$ cat src/hdl/vector3_alu_macros.svh
// vector3_alu_macros.svh: assertion macros shared by the vector3_alu rtl
// no dependencies; every user must have i_clk and i_rst_n in scope
`ifndef VECTOR3_ALU_MACROS_SVH
`define VECTOR3_ALU_MACROS_SVH
`ifndef SYNTHESIS
// same-cycle implication, checked outside reset
`define V3A_ASSERT_NOW(name, cond, prop) \
    name: assert property (@(posedge i_clk) disable iff (!i_rst_n) (cond) |-> (prop)) \
        else $error("vector3_alu check failed");
// next-cycle implication, checked outside reset
`define V3A_ASSERT_NEXT(name, cond, prop) \
    name: assert property (@(posedge i_clk) disable iff (!i_rst_n) (cond) |=> (prop)) \
        else $error("vector3_alu check failed");
`else
`define V3A_ASSERT_NOW(name, cond, prop)
`define V3A_ASSERT_NEXT(name, cond, prop)
`endif
`endif

$ cat src/hdl/v3a_div.sv
// v3a_div: pipelined restoring divider, (mag << FRAC_BITS) / den
// quotient is known to stay within FRAC_BITS+1 bits; depends on nothing
`timescale 1ns / 1ps
`default_nettype none

module v3a_div #(
    parameter int unsigned FRAC_BITS = 16
) (
    input  logic                 i_clk,
    input  logic                 i_en,
    input  logic [31:0]          i_mag,
    input  logic [31:0]          i_den,
    output logic [FRAC_BITS:0]   o_quot
);

    localparam int unsigned STEPS = FRAC_BITS + 1;
    localparam int unsigned DW    = 32 + FRAC_BITS;

    logic [DW-1:0]    r_rem [STEPS-1];
    logic [31:0]      r_den [STEPS-1];
    logic [STEPS-1:0] r_q   [STEPS];

    for (genvar s = 0; s < STEPS; s++) begin : g_stage
        localparam int unsigned BIT = STEPS - 1 - s;
        logic [DW-1:0]    rem_in;
        logic [31:0]      den_in;
        logic [STEPS-1:0] q_in;
        logic [DW:0]      diff;
        logic             fit;

        if (s == 0) begin : g_first
            assign rem_in = {i_mag, {FRAC_BITS{1'b0}}};
            assign den_in = i_den;
            assign q_in   = '0;
        end else begin : g_next
            assign rem_in = r_rem[s-1];
            assign den_in = r_den[s-1];
            assign q_in   = r_q[s-1];
        end

        // subtract the shifted divisor when it fits
        assign diff = {1'b0, rem_in} - ((DW + 1)'(den_in) << BIT);
        assign fit  = !diff[DW];

        always_ff @(posedge i_clk) begin
            if (i_en) begin
                r_q[s] <= fit ? (q_in | (STEPS'(1) << BIT)) : q_in;
            end
        end

        if (s < STEPS - 1) begin : g_carry
            always_ff @(posedge i_clk) begin
                if (i_en) begin
                    r_rem[s] <= fit ? diff[DW-1:0] : rem_in;
                    r_den[s] <= den_in;
                end
            end
        end
    end

    assign o_quot = r_q[STEPS-1];

endmodule

`default_nettype wire

$ cat config.mk
export PLATFORM = sky130hd
export DESIGN_NAME = v3a_div
export DESIGN_NICKNAME = d
export VERILOG_FILES = /design/src/hdl/vector3_alu_macros.svh /design/src/hdl/v3a_div.sv
export SDC_FILE = /design/constraint.sdc
export NUM_CORES = 2
export LEC_CHECK = 0
export BUFFER_PORTS_ARGS = -buffer_cell sky130_fd_sc_hd__buf_4
export CAP_MARGIN = 40
export CORE_UTILIZATION = 60
export CTS_BUF_LIST = sky130_fd_sc_hd__clkbuf_8
export DETAILED_ROUTE_END_ITERATION = 10
export PLACE_DENSITY = 0.77
export SLEW_MARGIN = 5
export SYNTH_ARGS = -nofsm -noshare
export SYNTH_HDL_FRONTEND = slang
export SYNTH_SLANG_ARGS = --single-unit
$ cat constraint.sdc
create_clock -name i_clk -period 3.7 [get_ports i_clk]
set_clock_uncertainty 0.2 [all_clocks]
set_input_delay 0.74 -clock i_clk [delete_from_list [all_inputs] [get_ports i_clk]]
set_output_delay 0.74 -clock i_clk [all_outputs]
set_load 0.01 [all_outputs]
## Yosys cells after proc, flatten, opt, wreduce, memory -nomap -nowiden

Memories as Yosys holds them, arrays and structs flattened.
Index checks and enable logic that the tools add are counted.

- Bits of input ports: 66
- Register bits: 0
- Memories kept: 3
- Output and inout bits: 17
- Latch bits: 0
- Word-level logic and storage cells: 55
- Memory bits (writable): 1569
- Bits in read-only memories: 0

Memory list:

| name | words | bits a word | read ports | clocked after memory_dff | wr ports | RTL line | RTL |
|---|---|---|---|---|---|---|---|
| r_rem | 16 | 48 | 16 | 0 | 16 | v3a_div.sv:19 | `logic [DW-1:0] r_rem [STEPS-1];` |
| r_den | 16 | 32 | 16 | 0 | 16 | v3a_div.sv:20 | `logic [31:0] r_den [STEPS-1];` |
| r_q | 17 | 17 | 17 | 0 | 17 | v3a_div.sv:21 | `logic [STEPS-1:0] r_q [STEPS];` |

- Bitwise gates (word level): 0
- Divide/modulo/power cells: 0
- Add/subtract/negate cells: 17
- Multiplexer cells: 35
- Magnitude comparators: 0
- Shift-type cells: 0
- $mul: 0
- Reductions and logical operators: 0
- Equal/unequal tests: 0

Operator list:

| kind | count |
|---|---|
| two-way mux 48 bit | 16 |
| subtractor 48 x 32 -> 49 bit | 1 |
| subtractor 48 x 33 -> 49 bit | 1 |
| subtractor 48 x 34 -> 49 bit | 1 |
| subtractor 48 x 35 -> 49 bit | 1 |
| subtractor 48 x 36 -> 49 bit | 1 |
| subtractor 48 x 37 -> 49 bit | 1 |
| subtractor 48 x 38 -> 49 bit | 1 |
| subtractor 48 x 39 -> 49 bit | 1 |
| subtractor 48 x 40 -> 49 bit | 1 |
| subtractor 48 x 41 -> 49 bit | 1 |
| subtractor 48 x 42 -> 49 bit | 1 |
| subtractor 48 x 43 -> 49 bit | 1 |
| subtractor 48 x 44 -> 49 bit | 1 |
| subtractor 48 x 45 -> 49 bit | 1 |
| subtractor 48 x 46 -> 49 bit | 1 |
| subtractor 48 x 47 -> 49 bit | 1 |
| subtractor 48 x 48 -> 49 bit | 1 |
| two-way mux 17 bit | 1 |
| two-way mux 16 bit | 1 |
| two-way mux 15 bit | 1 |
| two-way mux 14 bit | 1 |
| two-way mux 13 bit | 1 |
| two-way mux 12 bit | 1 |
| other kinds (11) | 13 |

## Depth between registers and ports, before layout

An unclocked memory read counts as a cell.

- Depth after elaboration: 3
- Gate-level depth with buffers: 16
- Mapped depth without buffers: 14

## Worst setup path after synthesis

OpenSTA, ideal clock, no wires.

- Path type: input port to flip-flop
- From: input i_den[2]
- To: memory r_rem[0][21] in the netlist's numbering (data pin)
- Stages: 13
- Library setup time: 260 ps
- Required time: 3240 ps
- Arrival: 3346 ps
- Setup slack: -106 ps
- Cells stage by stage: inv_1 -> ha_1 -> nor2b_1 -> o31ai_1 -> nand2_1 -> a221o_1 -> a21oi_2 -> o21ai_0 -> nand2b_1 -> o21ai_1 -> a221oi_4 -> buf_2 -> mux2_2

RTL lines:

| item | RTL line | RTL |
|---|---|---|
| from (decl) | v3a_div.sv:12 | `input logic [31:0] i_den,` |
| to (decl) | v3a_div.sv:19 |  |

==> impl_results.md <==
- Outcome: finished, violations left
- Violated checks: setup timing
- Hold Startpoint: i_en
- Post-DP HPWL: 113000 um
- R2R setup slack: -0.19 ns
- Worst Setup Path Type: flip-flop to flip-flop
- Hold Crit Class: input pin to flip-flop
- Number of global-route vias before repair: 56300
- DRC viols: 0
- Clock Power Share: 0.165
- Worst setup SP type: flip-flop
- CP required: 4.18 ns
- Sequential Power Share: 0.353
- Worst slew pin tran: 0.672 ns
- Setup WS post-layout: -0.186 ns
- Die area: 126000 um^2
- Syn_nets: 7478
- Layout Area Growth over Synthesis: 21.1%
- Cell Area, Synth: 74600 um^2
- Io pins: 83
- Worst Reg-to-Reg Cells: 16
- P_int: 42.3 mW
- Top_reg_cell synth: edfxtp_1
- Worst path arrival time: 4.36 ns
- Min-Delay Endpoint: r_rem[6][64]$_DFFE_PP_
- Pins over their slew limit: 0
- Average wire per standard cell: 17.0 um
- CTS sink count: 1297
- Clock latency on the worst-skew pair: 0.94 ns
- Max-capacitance violation count: 0
- Post-synth EDFFs: 1297
- Port Buffers: 82
- Post-route setup TNS: -6.06 ns
- Avg Inst Size Synth: 10.9 um^2
- Die Width: 355 um
- Psw: 25.1 mW
- Routed vias: 55400
- CP endpoint kind: flip-flop
- Total global-route track usage: 0.248
- H-tree depth: 4
- First-pass DRT Iterations: 9
- Post-synth top area cell: edfxtp_1
- Post-synthesis sequential element count: 1297
- Fin crit share: 1.05
- Slew headroom: 0.548
- Clock buffer count from CTS: 210
- Seq/Total Area, Yosys: 0.522
- FF-to-FF End: r_rem[2][75]$_DFFE_PP_
- Ys Warns: 0
- Clk slew on worst S/H paths: 0.06 ns
- Netlist cell types: 109
- DIE HEIGHT: 355 um
- Sw Ratio: 0.372
- Reg-to-reg critical path startpoint: r_rem[2][19]$_DFFE_PP_
- Site Rows: 128
- Final min period: 3.89 ns
- Leakage: 38.0 nW
- Worst Hold Path Cells: 1
- Final Hold Viols: 0
- CORE AREA: 123000 um^2
- Initial core utilization: 0.609
- Top-count cell post-synth: edfxtp_1
- Peak VDD IR: 0.465 mV
- First-pass GRT wire length: 257000 um
- WL final: 164000 um
- Top cells by area, synth: edfxtp_1 52%, ha_1 8.9%, a21oi_1 3.7%, o21ai_0 3.3%, inv_1 3.2%
- Setup-failing EPs final: 65
- Final net count: 8462
- Post-route ant nets: 0
- Final Wtd Congestion: 0.968
- Vias per inst: 5.74
- Fraction of layout cells with a size suffix above 1: 0.207
- Cell area after layout: 90300 um^2
- Async S/R FF share, synth: 0
- Share of the synthesized area in the top cell type: 0.522
- Largest net degree at the start of global routing: 92
- Total global routing overflow: 0
- Max Fclk: 257 MHz
- Mapped Cells: 6868
- RSZ-0062 raised after global routing: true
- Iter 0 DRT Violations: 3135
- Post-synth top cells: 1297 x edfxtp_1, 644 x inv_1, 635 x nand2_1, 557 x a21oi_1, 528 x ha_1
- PwrDens: 746 nW/um^2
- Placed inst area: 81800 um^2
- CTS tree: done
- Antenna violations before repair: 1
- Worst Path Max Fanout: 8
- Comb power frac: 0.482
- CTS root buf: clkbuf_8
- CTS Buffer Depth: 3
[cell families (layout without fill, tap and decap cells)]
logic type / after synthesis / in the layout / synth area share
other: 0 / 1 / 0
AOI/OAI and AO/OA: 1924 / 1924 / 0.165
DFF: 1297 / 1297 / 0.522
buffers and inverters: 811 / 1969 / 0.0421
muxes: 64 / 64 / 0.00965
adders and majority gates: 544 / 544 / 0.0929
and+or+nand+nor: 1701 / 1701 / 0.107
xor gates and xnor gates: 527 / 527 / 0.0619
[critical path: stages (launching register included)]
cell and delay, ns:
edfxtp_1 0.45, ha_1 0.34, buf_4 0.15, a21oi_2 0.13, o21ai_1 0.10, a31oi_2 0.24, nand3_2 0.10, a221o_1 0.37
a41oi_2 0.22, buf_6 0.15, o31ai_4 0.09, a22o_4 0.28, nor4_4 0.14, buf_6 0.23, buf_4 0.16, clkbuf_16 0.17
o21ai_1 0.08
[area by class of cell]
cell class	instances	area, um^2
Inverter	646	2430
Timing Repair Buffer	937	8260
Antenna cell	1	2.50
Fill cell	7928	32200
Clock buffer	211	2900
Tap cell	1625	2030
Multi-Input combinational cell	4760	34900
Sequential cell	1297	38900
Clock inverter	175	866
[power by group through the flow]
stage	Sequential, mW	Clock [mW]	Combinational (mW)
floorplan	23.1	0	20.7
global placement	23.7	0	27.9
detailed placement	23.8	0	28.8
CTS	23.6	11.4	30.1
global route	24.2	12.0	35.5
finish	23.8	11.2	32.5
[metrics by stage]
| stage | total power, mW | util | hold slack (ns) | cells | setup WS [ns] |
|---|---|---|---|---|---|
| global placement | 51.6 | 0.668 | 0.201 | 9047 | -0.509 |
| detailed placement | 52.6 | 0.668 | 0.205 | 9047 | -0.565 |
| floorplan | 43.8 | - | 0.200 | 6868 | 0.00828 |
| global route | 71.7 | 0.737 | 0.0926 | 9652 | -0.304 |
| CTS | 65.1 | 0.715 | 0.0439 | 9545 | -0.134 |
| finish | 67.4 | 0.737 | 0.116 | 9652 | -0.186 |
[timing repair]
item | 4_1_cts | 5_1_grt
setup buffers | 38 | 107
endpoints found under the setup margin | 305 | 476
pin swaps | 65 | 217
gates cloned | 10 | 14
gates resized for setup | 171 | 460
endpoints found under the hold margin | 64 | 0
hold buffers | 64 | 0
[registers in the layout (all words and copies together) (netlist names)]
register and flops:
r_rem 632, r_q 153, r_den 512
[layout by cell type, fill, tap and decap left out, drive strengths merged, types with 84 or more instances in the layout]
cell / n
a21o: 309
edfxtp: 1297
o21ai: 513
o21a: 84
nand2b: 93
xor2: 258
nand3: 101
clkbuf: 224
a21oi: 560
xnor2: 269
ha: 528
nor3: 103
buf: 860
clkinv: 104
nand2: 636
nor2: 409
inv: 711
[layer usage]
metal | vias up | global-route usage | share of wire
met1 | 26200 | 0.230 | 0.34
met5 | - | 0 | 0
met3 | 658 | 0.0342 | 0.034
li1 | 27100 | - | -
met4 | 0 | 0.153 | 0.067
met2 | 1539 | 0.499 | 0.56
[how the worst max path moves through the flow]
stage / to / startpoint / slack, ns / cells past startpoint
4_1_cts: r_rem[2][89]$_DFFE_PP_ / r_rem[2][12]$_SDFFCE_PP0P_ / -0.13 / 16
3_5_place_dp: r_rem[0][47]$_DFFE_PP_ / i_den[2] / -0.56 / 17
5_1_grt: r_rem[2][67]$_DFFE_PP_ / r_rem[2][12]$_SDFFCE_PP0P_ / -0.30 / 16
2_1_floorplan: r_rem[0][21]$_DFFE_PP_ / i_mag[0] / 0.008 / 14
3_3_place_gp: r_rem[0][47]$_DFFE_PP_ / i_den[2] / -0.51 / 17
6_report: r_rem[2][75]$_DFFE_PP_ / r_rem[2][19]$_DFFE_PP_ / -0.19 / 16
No activity file was read; power rests on OpenSTA's default activity.
