`src/hdl/vector3_alu_macros.svh`:
```
// vector3_alu_macros.svh: assertion macros shared by the vector3_alu rtl
// no dependencies; every user must have i_clk and i_rst_n in scope
`ifndef VECTOR3_ALU_MACROS_SVH
`define VECTOR3_ALU_MACROS_SVH
`ifndef SYNTHESIS
// same-cycle implication, checked outside reset
`define V3A_ASSERT_NOW(name, cond, prop) \
    name: assert property (@(posedge i_clk) disable iff (!i_rst_n) (cond) |-> (prop)) \
        else $error("vector3_alu check failed");
// next-cycle implication, checked outside reset
`define V3A_ASSERT_NEXT(name, cond, prop) \
    name: assert property (@(posedge i_clk) disable iff (!i_rst_n) (cond) |=> (prop)) \
        else $error("vector3_alu check failed");
`else
`define V3A_ASSERT_NOW(name, cond, prop)
`define V3A_ASSERT_NEXT(name, cond, prop)
`endif
`endif

```
`src/hdl/v3a_pkg.sv`:
```
// v3a_pkg: shared types, command codes and saturation helper for vector3_alu
// no dependencies
`timescale 1ns / 1ps
`default_nettype none

package v3a_pkg;

    // command codes
    localparam logic [2:0] CMD_ADD   = 3'd0;
    localparam logic [2:0] CMD_SUB   = 3'd1;
    localparam logic [2:0] CMD_SCALE = 3'd2;
    localparam logic [2:0] CMD_DOT   = 3'd3;
    localparam logic [2:0] CMD_CROSS = 3'd4;
    localparam logic [2:0] CMD_DIST  = 3'd5;
    localparam logic [2:0] CMD_NORM  = 3'd6;

    // clamp values
    localparam logic [31:0] SAT_POS = 32'h7FFF_FFFF;
    localparam logic [31:0] SAT_NEG = 32'h8000_0000;

    // datapath widths
    localparam int unsigned PROD_W     = 66;
    localparam int unsigned WIDE_W     = 68;
    localparam int unsigned SQRT_STEPS = 32;

    typedef struct packed {
        logic [2:0]         command;
        logic signed [31:0] a_x;
        logic signed [31:0] a_y;
        logic signed [31:0] a_z;
        logic signed [31:0] b_x;
        logic signed [31:0] b_y;
        logic signed [31:0] b_z;
        logic signed [31:0] scale;
    } t_in;

    typedef struct packed {
        logic signed [31:0] result_x;
        logic signed [31:0] result_y;
        logic signed [31:0] result_z;
        logic signed [31:0] result_scalar;
        logic               saturated;
        logic               zero_length;
    } t_out;

    typedef struct packed {
        logic [31:0] val;
        logic        sat;
    } t_sat_val;

    // per-lane result handed to the merge stage
    typedef struct packed {
        logic [31:0] val;
        logic        sat;
        logic [31:0] mag;
        logic        neg;
    } t_lane_res;

    // clamp a wide signed value to 32 bits
    function automatic t_sat_val settle(input logic signed [WIDE_W-1:0] v);
        t_sat_val r;
        if ((v[WIDE_W-1:31] == '0) || (v[WIDE_W-1:31] == '1)) begin
            r.val = v[31:0];
            r.sat = 1'b0;
        end else if (v[WIDE_W-1]) begin
            r.val = SAT_NEG;
            r.sat = 1'b1;
        end else begin
            r.val = SAT_POS;
            r.sat = 1'b1;
        end
        return r;
    endfunction

endpackage

`default_nettype wire

```
`src/hdl/v3a_sqrt.sv`:
```
// v3a_sqrt: pipelined floor square root, one result bit per stage
// depends on v3a_pkg
`timescale 1ns / 1ps
`default_nettype none

module v3a_sqrt (
    input  logic        i_clk,
    input  logic        i_en,
    input  logic [63:0] i_rad,
    output logic [31:0] o_root
);

    localparam int unsigned N = v3a_pkg::SQRT_STEPS;

    logic [63:0] r_rem  [N-1];
    logic [31:0] r_root [N];

    for (genvar s = 0; s < N; s++) begin : g_stage
        localparam int unsigned BIT = N - 1 - s;
        logic [63:0] rem_in;
        logic [31:0] root_in;
        logic [65:0] trial, diff;
        logic        fit;

        if (s == 0) begin : g_first
            assign rem_in  = i_rad;
            assign root_in = '0;
        end else begin : g_next
            assign rem_in  = r_rem[s-1];
            assign root_in = r_root[s-1];
        end

        // try setting this bit: rem >= 2*root*2^bit + 2^(2*bit)
        assign trial = (66'(root_in) << (BIT + 1)) | (66'(1) << (2 * BIT));
        assign diff  = 66'(rem_in) - trial;
        assign fit   = !diff[65];

        always_ff @(posedge i_clk) begin
            if (i_en) begin
                r_root[s] <= fit ? (root_in | (32'(1) << BIT)) : root_in;
            end
        end

        if (s < N - 1) begin : g_rem
            always_ff @(posedge i_clk) begin
                if (i_en) begin
                    r_rem[s] <= fit ? diff[63:0] : rem_in;
                end
            end
        end
    end

    assign o_root = r_root[N-1];

endmodule

`default_nettype wire

```
`config.mk`:
```
export PLATFORM = sky130hd
export DESIGN_NAME = v3a_sqrt
export DESIGN_NICKNAME = d
export VERILOG_FILES = /design/src/hdl/vector3_alu_macros.svh /design/src/hdl/v3a_pkg.sv /design/src/hdl/v3a_sqrt.sv
export SDC_FILE = /design/constraint.sdc
export NUM_CORES = 2
export LEC_CHECK = 0
export ABC_CLOCK_PERIOD_IN_PS = 3300
export BUFFER_PORTS_ARGS = -buffer_cell sky130_fd_sc_hd__buf_2
export CORE_MARGIN = 8
export CORE_UTILIZATION = 30
export DETAILED_ROUTE_END_ITERATION = 10
export GPL_TIMING_DRIVEN = 1
export RECOVER_POWER = 25
export SYNTH_ARGS = -nofsm -noshare
export SYNTH_HDL_FRONTEND = slang
export SYNTH_SLANG_ARGS = --single-unit
```
`constraint.sdc`:
```
create_clock -name i_clk -period 3.3 [get_ports i_clk]
set_clock_uncertainty 0.2 [all_clocks]
set_input_delay 0.495 -clock i_clk [delete_from_list [all_inputs] [get_ports i_clk]]
set_output_delay 0.495 -clock i_clk [all_outputs]
set_load 0.1 [all_outputs]
```
### After elaboration in Yosys (flattened, before gate mapping)

Memory sizes are Yosys's and may differ from the RTL's.
Cells that the tools add are included.

| operators by class | value |
|---|---|
| $add $sub $neg | 32 |
| multiplexer cells | 65 |

Operator list:

| cell | number |
|---|---|
| two-way mux 64 bit | 31 |
| subtractor 64 x 33 -> 65 bit | 1 |
| subtractor 64 x 34 -> 65 bit | 1 |
| subtractor 64 x 35 -> 65 bit | 1 |
| subtractor 64 x 36 -> 65 bit | 1 |
| subtractor 64 x 37 -> 65 bit | 1 |
| subtractor 64 x 38 -> 65 bit | 1 |
| subtractor 64 x 39 -> 65 bit | 1 |
| subtractor 64 x 40 -> 65 bit | 1 |
| subtractor 64 x 41 -> 65 bit | 1 |
| subtractor 64 x 42 -> 65 bit | 1 |
| subtractor 64 x 43 -> 65 bit | 1 |
| subtractor 64 x 44 -> 65 bit | 1 |
| subtractor 64 x 45 -> 65 bit | 1 |
| subtractor 64 x 46 -> 65 bit | 1 |
| subtractor 64 x 47 -> 65 bit | 1 |
| subtractor 64 x 48 -> 65 bit | 1 |
| subtractor 64 x 49 -> 65 bit | 1 |
| subtractor 64 x 50 -> 65 bit | 1 |
| subtractor 64 x 51 -> 65 bit | 1 |
| subtractor 64 x 52 -> 65 bit | 1 |
| subtractor 64 x 53 -> 65 bit | 1 |
| subtractor 64 x 54 -> 65 bit | 1 |
| subtractor 64 x 55 -> 65 bit | 1 |
| other kinds (41) | 43 |

| word-level totals | value |
|---|---|
| register bits after elaboration | 0 |
| bits in writable memories | 3008 |
| input port bits | 66 |
| memories kept | 2 |

Memories:

| name | words | width | read ports | clocked after memory_dff | write ports | RTL line | RTL |
|---|---|---|---|---|---|---|---|
| r_rem | 31 | 64 | 31 | 0 | 31 | v3a_sqrt.sv:15 | `logic [63:0] r_rem [N-1];` |
| r_root | 32 | 32 | 32 | 0 | 32 | v3a_sqrt.sv:16 | `logic [31:0] r_root [N];` |

### Depth between registers and ports, before layout

An unclocked memory read counts as a cell.

| logic depth | value |
|---|---|
| depth after elaboration | 3 |
| gate-level depth with buffers | 15 |
| mapped depth without buffers | 12 |

### Worst setup path after synthesis

No wires, ideal clock.

| timing | value |
|---|---|
| path type | flip-flop to flip-flop |
| start | mem r_rem[27][9] (netlist: r_rem[13][73]) |
| end | mem r_rem[28][53] (netlist: r_rem[14][53]) (data pin) |
| arrival | 3164 ps |
| slack | -322 ps |
| cell stages (with the launch flop) | 11 |
| path buffers | 0 |
| clock period less this slack | 3622 ps |
| cell sequence | edfxtp_1 > ha_1 > a21oi_1 > a2111oi_0 > nor3_1 > o22ai_1 > or4b_1 > and3_1 > a2111oi_4 > or3b_1 > xnor2_1 |

RTL lines:

| what | RTL line |
|---|---|
| from (decl) | v3a_sqrt.sv:15 |

==> key figures <==
Cells and area
  • Number of antenna diodes: 0
  • Area grow syn2layout: 29.61%
  • Final non-filler cell total: 16700
  • Most frequent cells in the layout: 2512 x edfxtp_1, 1420 x buf_4, 666 x inv_1, 639 x nand2_1, 581 x nor2_1
  • Finished layout cell area: ~150000 µm²
  • Fillers: 37100
  • Commonest non-fill, non-tap cell in the layout: edfxtp_1
  • Final nets: 11850
  • Share of layout cells above drive strength 1: between 20% and 30%

Clock tree
  • Worst skew pair latency: 920 ps
  • Root Buffer: clkbuf_16
  • CTS Buf Count: approximately 290
  • Clock Sinks: around 2500
  • H-Tree Depth: 5
  • Clock slew at reported path FFs: ~60 ps
  • Max Root-Sink Buffers: 4
  • CTS tree: yes

Route
  • DRT Pass-1 Iters: 6
  • Final ANT Viol Nets: 0
  • Vias: between 70000 and 80000
  • Drt drc: 0
  • DR WL/cell: 15.62 µm
  • DR vias/cell: approximately 4.6
  • Iter 0 DRT Violations: 4501
  • WL final: between 200000 and 300000 µm

Timing
  • Tcrit/Tclk final: 105.6%
  • Hold WS: 77.76 ps
  • Max-slew headroom: between 40% and 50%
  • Worst-margin pin slew: ~840 ps
  • Fmax: 287.0 MHz
  • Setup violations, final: a little under 200
  • Minimum clock period: approximately 3500 ps
  • RSZ-0062 raised after global routing: yes
  • Post-route setup slack: -184.7 ps
  • Pins Over Slew Limit: 0
  • Final hold vios: 0

Floorplan
  • Die H: between 600 and 700 µm
  • Die area: 414600 µm²
  • IO Count: roughly 100
  • Initial Utilization: a little under a third
  • Core Box Area: 392500 µm²
  • Row cnt: 230
  • Die X: ~640 µm

Outcome
  • Failing checks: setup timing
  • Outcome: finished, violations left

Yosys
  • Sequential area share after synthesis: roughly 64%
  • Post-Synth XOR/XNOR Area: under 10%
  • Ys flop type: edfxtp_1
  • Synth Cell Area: ~120000 µm²
  • Post-synthesis mux area share: less than 1%
  • Yosys warns: 0
  • Post-Synth Simple-Gate Area: between 10% and 20%
  • Main combinational cell family by area after synthesis: simple AND/OR/NAND/NOR gates
  • Synth Instances: approximately 9400
  • Mapped Nets: 9995
  • FF+latch count, synth: between 2000 and 3000
  • Yosys cell types: slightly below 90
  • Post-synth EDFFs: ~2500
  • Adder-Cell Fraction of Synth Area: approximately 5.6%
  • Syn avg cell area: between 10 and 15 µm²
  • Synth Area in Compound Gates: between 10% and 20%
  • Async set or reset register ratio after synthesis: 0%

Global routing
  • First-pass GRT wire length: approximately 400000 µm
  • Overall routing resource usage: 11.74%
  • Initial antenna violation count: 2
  • Largest net degree at the start of global routing: ~120
  • Overflow after GRT: 0
  • Vias in the first global route: between 70000 and 80000

Power and ir drop
  • Switch share: about 30%
  • Peak supply drop: 0.5152 mV
  • Pwr Density: approximately 660 nW/µm²
  • Net Switching: a little under 30 mW
  • Comb pwr share: between 20% and 30%
  • Power Internal: 71.16 mW
  • Sequential share of power: 42.9%
  • Leak pwr: 58.89 nW
  • Clk pwr share: about 31%

Placed design
  • Pre-CTS setup slack: -585.8 ps
  • HPWL Detailed: between 150000 and 200000 µm
  • Port bufs: 97
  • Placed cell area: 135800 µm²
  • Inst Count DP: around 16000
  • Final GP Congestion: ~0.91

Setup path
  • Crit-path max FO: 7
  • WP data required: about 3800 ps
  • WP data arrival: between 3000 and 4000 ps
  • Worst stage delay on the critical path: 450 ps
  • Kind of end point of the critical path: flop
  • Reg2reg setup slack: -180 ps
  • Crit path top cell by count: or3_4
  • Crit-path leading delay family: simple AND/OR/NAND/NOR gates
  • Setup crit start kind: flop
  • Crit-path slowest cell: or4_4
  • Buffers plus inverters on the worst setup path: 4
  • Setup CP Type: flop to flop
  • Critical path, cell by cell: or3_4, or3_4, or3_1, or4_4, or3_4, a21oi_4, inv_2, buf_6, buf_8, buf_16, nand2_4, nand2_2

Worst hold path
  • Hold Crit Class: input pin to flop

Job
  • Max Cap Viol: 0
## logic make-up (layout without fill, tap and decap cells)
family	Yosys count	count (layout)
AO/OA/AOI/OAI	1914	1914
adder cells (fa/ha/maj)	526	526
buffers and inverters	904	2974
flip-flops	2512	2512
XOR/XNOR	867	867
AND/OR/NAND/NOR	2630	2632
multiplexers	50	50
## layer usage
metal	GRT usage (%)	vias up	routed length [µm]
met3	1.670	721	9386
li1	-	38540	-
met1	13.22	36600	103300
met5	0	-	0
met4	6.391	0	15230
met2	21.36	1522	132800
## what timing repair did
item / CTS / global route
gates cloned: 16 / 24
pin swaps: 172 / 265
resized for setup: 507 / 699
hold buffers: 71 / 0
endpoints found under the setup margin: 594 / 693
hold endpoints to repair: 139 / 0
buffers inserted: 66 / 116
## layout make-up
cell class	count	area, µm²	share of cell area (%)
sequential	2512	75430	49.20
multi-input combinational	5989	44730	29.18
timing repair buffer	1771	14880	9.707
clock buffer	360	7647	4.988
tap	5220	6531	4.260
inverter	694	2624	1.711
clock inverter	148	1463	0.9540
timing repair inverter	1	5.005	0.003264
## final timing paths
path	from	endpoint	cells after the start
worst min-delay path	i_rad[27]	r_rem[0][27]$_DFFE_PP_	2
worst max-delay path	r_rem[8][121]$_DFFE_PP_	r_rem[9][39]$_DFFE_PP_	12
worst min register to register	r_rem[8][67]$_DFFE_PP_	r_rem[9][3]$_DFFE_PP_	0
worst max register to register	r_rem[8][121]$_DFFE_PP_	r_rem[9][39]$_DFFE_PP_	12
## metrics by stage
stage	util, %	TNS (ps)	total power [mW]
6_report	39.06	-12990	100.7
4_1_cts	37.91	-9228	100.1
5_1_grt	39.06	-38100	106.0
2_1_floorplan	-	-375.9	57.37
3_3_place_gp	34.60	-93550	67.20
3_5_place_dp	34.60	-103720	67.41
## registers in the layout, summed over array words and instances, names as in the netlist
signal	cells
r_root	528
r_rem	1984
## power groups by stage
stage               Sequential [mW]  Combinational, mW  Clock (mW)
finish                         43.3               26.6        30.8
global placement               43.7               23.5           0
global route                   43.7               29.2        33.1
floorplan                      42.9               14.5           0
CTS                            43.2               25.0        31.9
detailed placement             43.7               23.7           0
## cells in the mapped netlist (all sizes together) (47+ instances only)
master / instances / share of area (%)
nand4: 101 / 0.53
a21oi: 615 / 2.6
xor2: 462 / 3.4
nor2b: 66 / 0.35
or2: 48 / 0.25
a31oi: 55 / 0.29
nand3: 149 / 0.63
inv: 693 / 2.2
xnor2: 405 / 3.0
nand2b: 123 / 0.66
nor3: 307 / 1.3
o21ai: 498 / 2.1
o31ai: 57 / 0.36
o211ai: 54 / 0.34
edfxtp: 2512 / 64
clkbuf: 169 / 0.54
nand2: 673 / 2.1
nor2: 666 / 2.1
o21bai: 49 / 0.31
or4: 55 / 0.35
a211oi: 58 / 0.37
ha: 526 / 5.6
or3: 132 / 0.70
and3: 47 / 0.25
nor4: 129 / 0.71
o21a: 103 / 0.65
a21o: 209 / 1.3
mux2: 49 / 0.47
No activity file was read; power rests on OpenSTA's default activity.
